## src/rtl/core/ptp_fifo.sv

```systemverilog
`default_nettype none

module ptp_fifo #(
  parameter int Width = 8,
  parameter int Depth = 4
) (
  input  wire logic             clk_i,
  input  wire logic             rst_ni,
  input  wire logic             push_i,
  input  wire logic [Width-1:0] data_i,
  output logic                  full_o,
  input  wire logic             pop_i,
  output logic [Width-1:0]      data_o,
  output logic                  empty_o
);

  localparam int PtrW = $clog2(Depth);

  logic [Width-1:0] mem_q [Depth];
  logic [PtrW:0]    wr_ptr_q, rd_ptr_q;
  logic [PtrW:0]    ptr_diff;

  assign ptr_diff = wr_ptr_q ^ rd_ptr_q;
  assign full_o   = (ptr_diff == {1'b1, {PtrW{1'b0}}});
  assign empty_o  = (wr_ptr_q == rd_ptr_q);
  assign data_o   = mem_q[rd_ptr_q[PtrW-1:0]];

  always_ff @(posedge clk_i or negedge rst_ni) begin
    if (!rst_ni) begin
      wr_ptr_q <= '0;
      rd_ptr_q <= '0;
    end else begin
      if (push_i && !full_o) wr_ptr_q <= wr_ptr_q + 1'b1;
      if (pop_i && !empty_o) rd_ptr_q <= rd_ptr_q + 1'b1;
    end
  end

  always_ff @(posedge clk_i) begin
    if (push_i && !full_o) mem_q[wr_ptr_q[PtrW-1:0]] <= data_i;
  end

endmodule

`default_nettype wire

```

## config.mk

```make
export PLATFORM = sky130hd
export DESIGN_NAME = ptp_fifo
export DESIGN_NICKNAME = d
export VERILOG_FILES = /design/src/rtl/core/ptp_fifo.sv
export SDC_FILE = /design/constraint.sdc
export NUM_CORES = 1
export LEC_CHECK = 0
export ABC_CLOCK_PERIOD_IN_PS = 2700
export BUFFER_PORTS_ARGS = -buffer_cell sky130_fd_sc_hd__buf_2
export CAP_MARGIN = 0
export CORE_ASPECT_RATIO = 0.6
export CORE_MARGIN = 5
export CORE_UTILIZATION = 60
export CTS_BUF_LIST = sky130_fd_sc_hd__clkbuf_2 sky130_fd_sc_hd__clkbuf_4 sky130_fd_sc_hd__clkbuf_8
export DETAILED_ROUTE_END_ITERATION = 7
export GPL_ROUTABILITY_DRIVEN = 0
export PLACE_DENSITY_LB_ADDON = 0.25
export SKIP_LAST_GASP = 1
export SLEW_MARGIN = 20
export SYNTH_ARGS = -nofsm -noshare
export SYNTH_HDL_FRONTEND = slang
export SYNTH_SLANG_ARGS = --single-unit
```

## constraint.sdc

```tcl
create_clock -name clk_i -period 2.7 [get_ports clk_i]
set_input_delay 0.81 -clock clk_i [delete_from_list [all_inputs] [get_ports clk_i]]
set_output_delay 0.81 -clock clk_i [all_outputs]
set_load 0.02 [all_outputs]
```

==> results.py <==
metrics = {
    "power": {
        "p_int_uw": 1430,
        "switching_power_uw": 899,
        "clkPwrFrac_pct": 16.7,
        "sw_frac_of_total_pct": 38.7,
        "leakage_uw": 0.000712,
        "pwr-share-seq_pct": 40.0,
        "comb_power_share_pct": 43.2,
        "power.density_mw_per_mm2": 1220,
        "peakVddDrop_v": 0.000716,
        "p_total_uw": 2320,
    },
    "worst_hold_path": {
        "hp-class": "in -> async",
    },
    "floorplanning": {
        "start_util_pct": 64.5,
        "core.rowCount": 14,
        "die_w_um": 77.9,
        "die_h_um": 50.7,
        "die_area_mm2": 0.00395,
        "core_mm2": 0.00257,
        "ios": 22,
    },
    "clock_network": {
        "postCtsSetupBuffers": 0,
        "clk_latency_ps": 280,
        "clk_pin_slew_ps": 60,
        "tritoncts": "done",
        "cts_hold_buf": 0,
        "numCtsBuffers": 5,
        "clock-sinks": 38,
        "htreeDepth": 2,
        "root_buffer": "clkbuf_8",
        "ctsResizeCount": 0,
        "clk_path_buf_depth": 2,
    },
    "drt": {
        "first_pass_iters": 4,
        "viasPerCell": 5.93,
        "drc_errors": 0,
        "drtIter0Drc": 74,
        "wl_um": 3040,
        "antenna_left": 0,
        "post_drt_wl_per_cell_um": 20.3,
        "vias": 889,
    },
    "critical_path": {
        "crit_arrival_ps": 1820,
        "crit_fanout": 14,
        "cp-start-kind": "flip-flop",
        "end_kind": "output pin",
        "required_ps": 1890,
        "critical_path_class": "reg -> out",
    },
    "placement": {
        "dp_hpwl_um": 2020,
        "dp_slack_ps": 442,
        "place_inst": 142,
        "numPortBuffers": 21,
    },
    "global_route": {
        "grt_overflow": 0,
        "antenna_found_initial": 0,
        "grt_max_degree": 15,
        "grt_pass1_wl_um": 4920,
        "first_global_vias": 926,
        "grt.total_usage_pct": 17.1,
    },
    "cells_and_area": {
        "nNetsFinal": 134,
        "layout_common_cells": "edfxtp_1 (32), buf_2 (21), mux4_2 (8), dfrtp_1 (6)",
        "n_fill_cell": 158,
        "areaGrowthSynthToFinish_pct": 14.5,
        "fin_util_pct": 73.9,
        "multi_input_area_um2": 519,
        "regArea_mm2": 0.00111,
        "drive_above_1_share_pct": 36.4,
        "instances_no_fill": 150,
        "final_common_cell": "edfxtp_1",
        "antenna_cells": 0,
    },
    "yosys": {
        "mappedNetlistNets": 107,
        "netlist_instances": 90,
        "ys_types": 23,
        "ys_ff_latch": 38,
        "synth_seq_area_share_pct": 66.9,
        "synthSimpleGateAreaFrac_pct": 3.47,
        "synth-xor-area-share_pct": 6.78,
        "synth_top_family_by_area": "multiplexers",
        "yosys_warnings": 0,
        "synth_area_mm2": 0.00166,
        "synth-compound-area-share_pct": 6.41,
        "avgSynthCellArea_um2": 18.4,
        "muxShareOfSynthArea_pct": 10.9,
        "synthAdderAreaFrac_pct": 3.77,
    },
    "outcome": {
        "status": "completed",
    },
    "sta": {
        "final_hold_viol_count": 0,
        "max_freq_mhz": 380,
        "setup_tns_ps": 0,
        "period_share_pct": 97.4,
        "maxSlewViolCount": 0,
        "slew_headroom_pct": 60.0,
        "setup_violations": 0,
        "rsz0062_at_grt": "false",
        "worst_slew_pin_slew_ps": 601,
        "skew_ps": 3.91,
        "layout_min_cycle_time_ps": 2630,
        "fin_ws_ps": 69.4,
    },
    "flow_run": {
        "max-cap-violations": 0,
    },
}
[per-layer routing]
| layer | track usage (%) | up-vias | routed length [um] |
|---|---|---|---|
| met4 | 7.02 | 0 | 45 |
| met1 | 22.3 | 443 | 1250 |
| met5 | 0 | - | 0 |
| met3 | 5.54 | 7 | 215 |
| met2 | 26.7 | 35 | 1530 |
| li1 | - | 404 | - |
[power by group through the flow]
stage	Combinational [uW]	Sequential, uW	Clock (uW)
2_1_floorplan	754	888	0
3_3_place_gp	948	930	0
3_5_place_dp	978	939	0
4_1_cts	1000	929	400
5_1_grt	1080	949	430
6_report	1010	930	389
[state kept, by name, indices dropped and copies added (netlist names)]
signal,flops
mem_q,32
rd_ptr_q,3
wr_ptr_q,3
[cell families after synthesis]
logic type                 after synthesis
xor gates and xnor gates                 9
DFF                                     38
AOI/OAI and AO/OA                       13
adders and majority gates                5
and+or+nand+nor                         11
muxes                                    8
buffers and inverters                    6
[stage by stage]
stage	hold WS, ps	cell area, um^2
after floorplan	514	1660
after global placement	584	1810
after detailed placement	587	1810
after CTS	344	1900
after global routing	344	1900
final	350	1900
[critical path, cell delays in order, from the launching register on]
cell and delay (ps):
dfrtp_1 610, xnor2_1 460, nand3_1 210, inv_1 100, buf_2 170
[worst paths after layout]
kind	depth (start not counted)	to	start	slack [ps]
hold reg to reg	2	rd_ptr_q[2]	rd_ptr_q[2]	620
setup reg to reg	3	mem_q[1][7]	rd_ptr_q[1]	640
setup / recovery	4	full_o	rd_ptr_q[1]	70
max in group asynchronous	1	wr_ptr_q[0]	rst_ni	2190
hold / removal	1	wr_ptr_q[1]	rst_ni	350
min in group clk_i	2	rd_ptr_q[2]	rd_ptr_q[2]	620
[cell type report]
type,count,share of cell area (%)
Tap cell,32,2.11
Timing Repair Buffer,22,6.58
Sequential cell,38,58.4
Inverter,4,0.789
Clock buffer,8,4.80
Multi-Input combinational cell,46,27.3
[Yosys cell counts (all sizes together)]
cell	count	share of area [%]
a211oi	2	1.2
a21boi	1	0.45
a21oi	4	1.2
a31oi	1	1.3
and3	3	1.1
buf	2	0.90
dfrtp	6	9.0
edfxtp	32	58
ha	5	3.8
inv	4	0.90
mux4	8	11
nand2	3	0.68
nand2b	2	0.75
nand3	1	0.30
nor3	2	0.60
o31ai	5	2.3
xnor2	5	3.1
xor2	4	3.7
No activity file was read; power rests on OpenSTA's default activity.
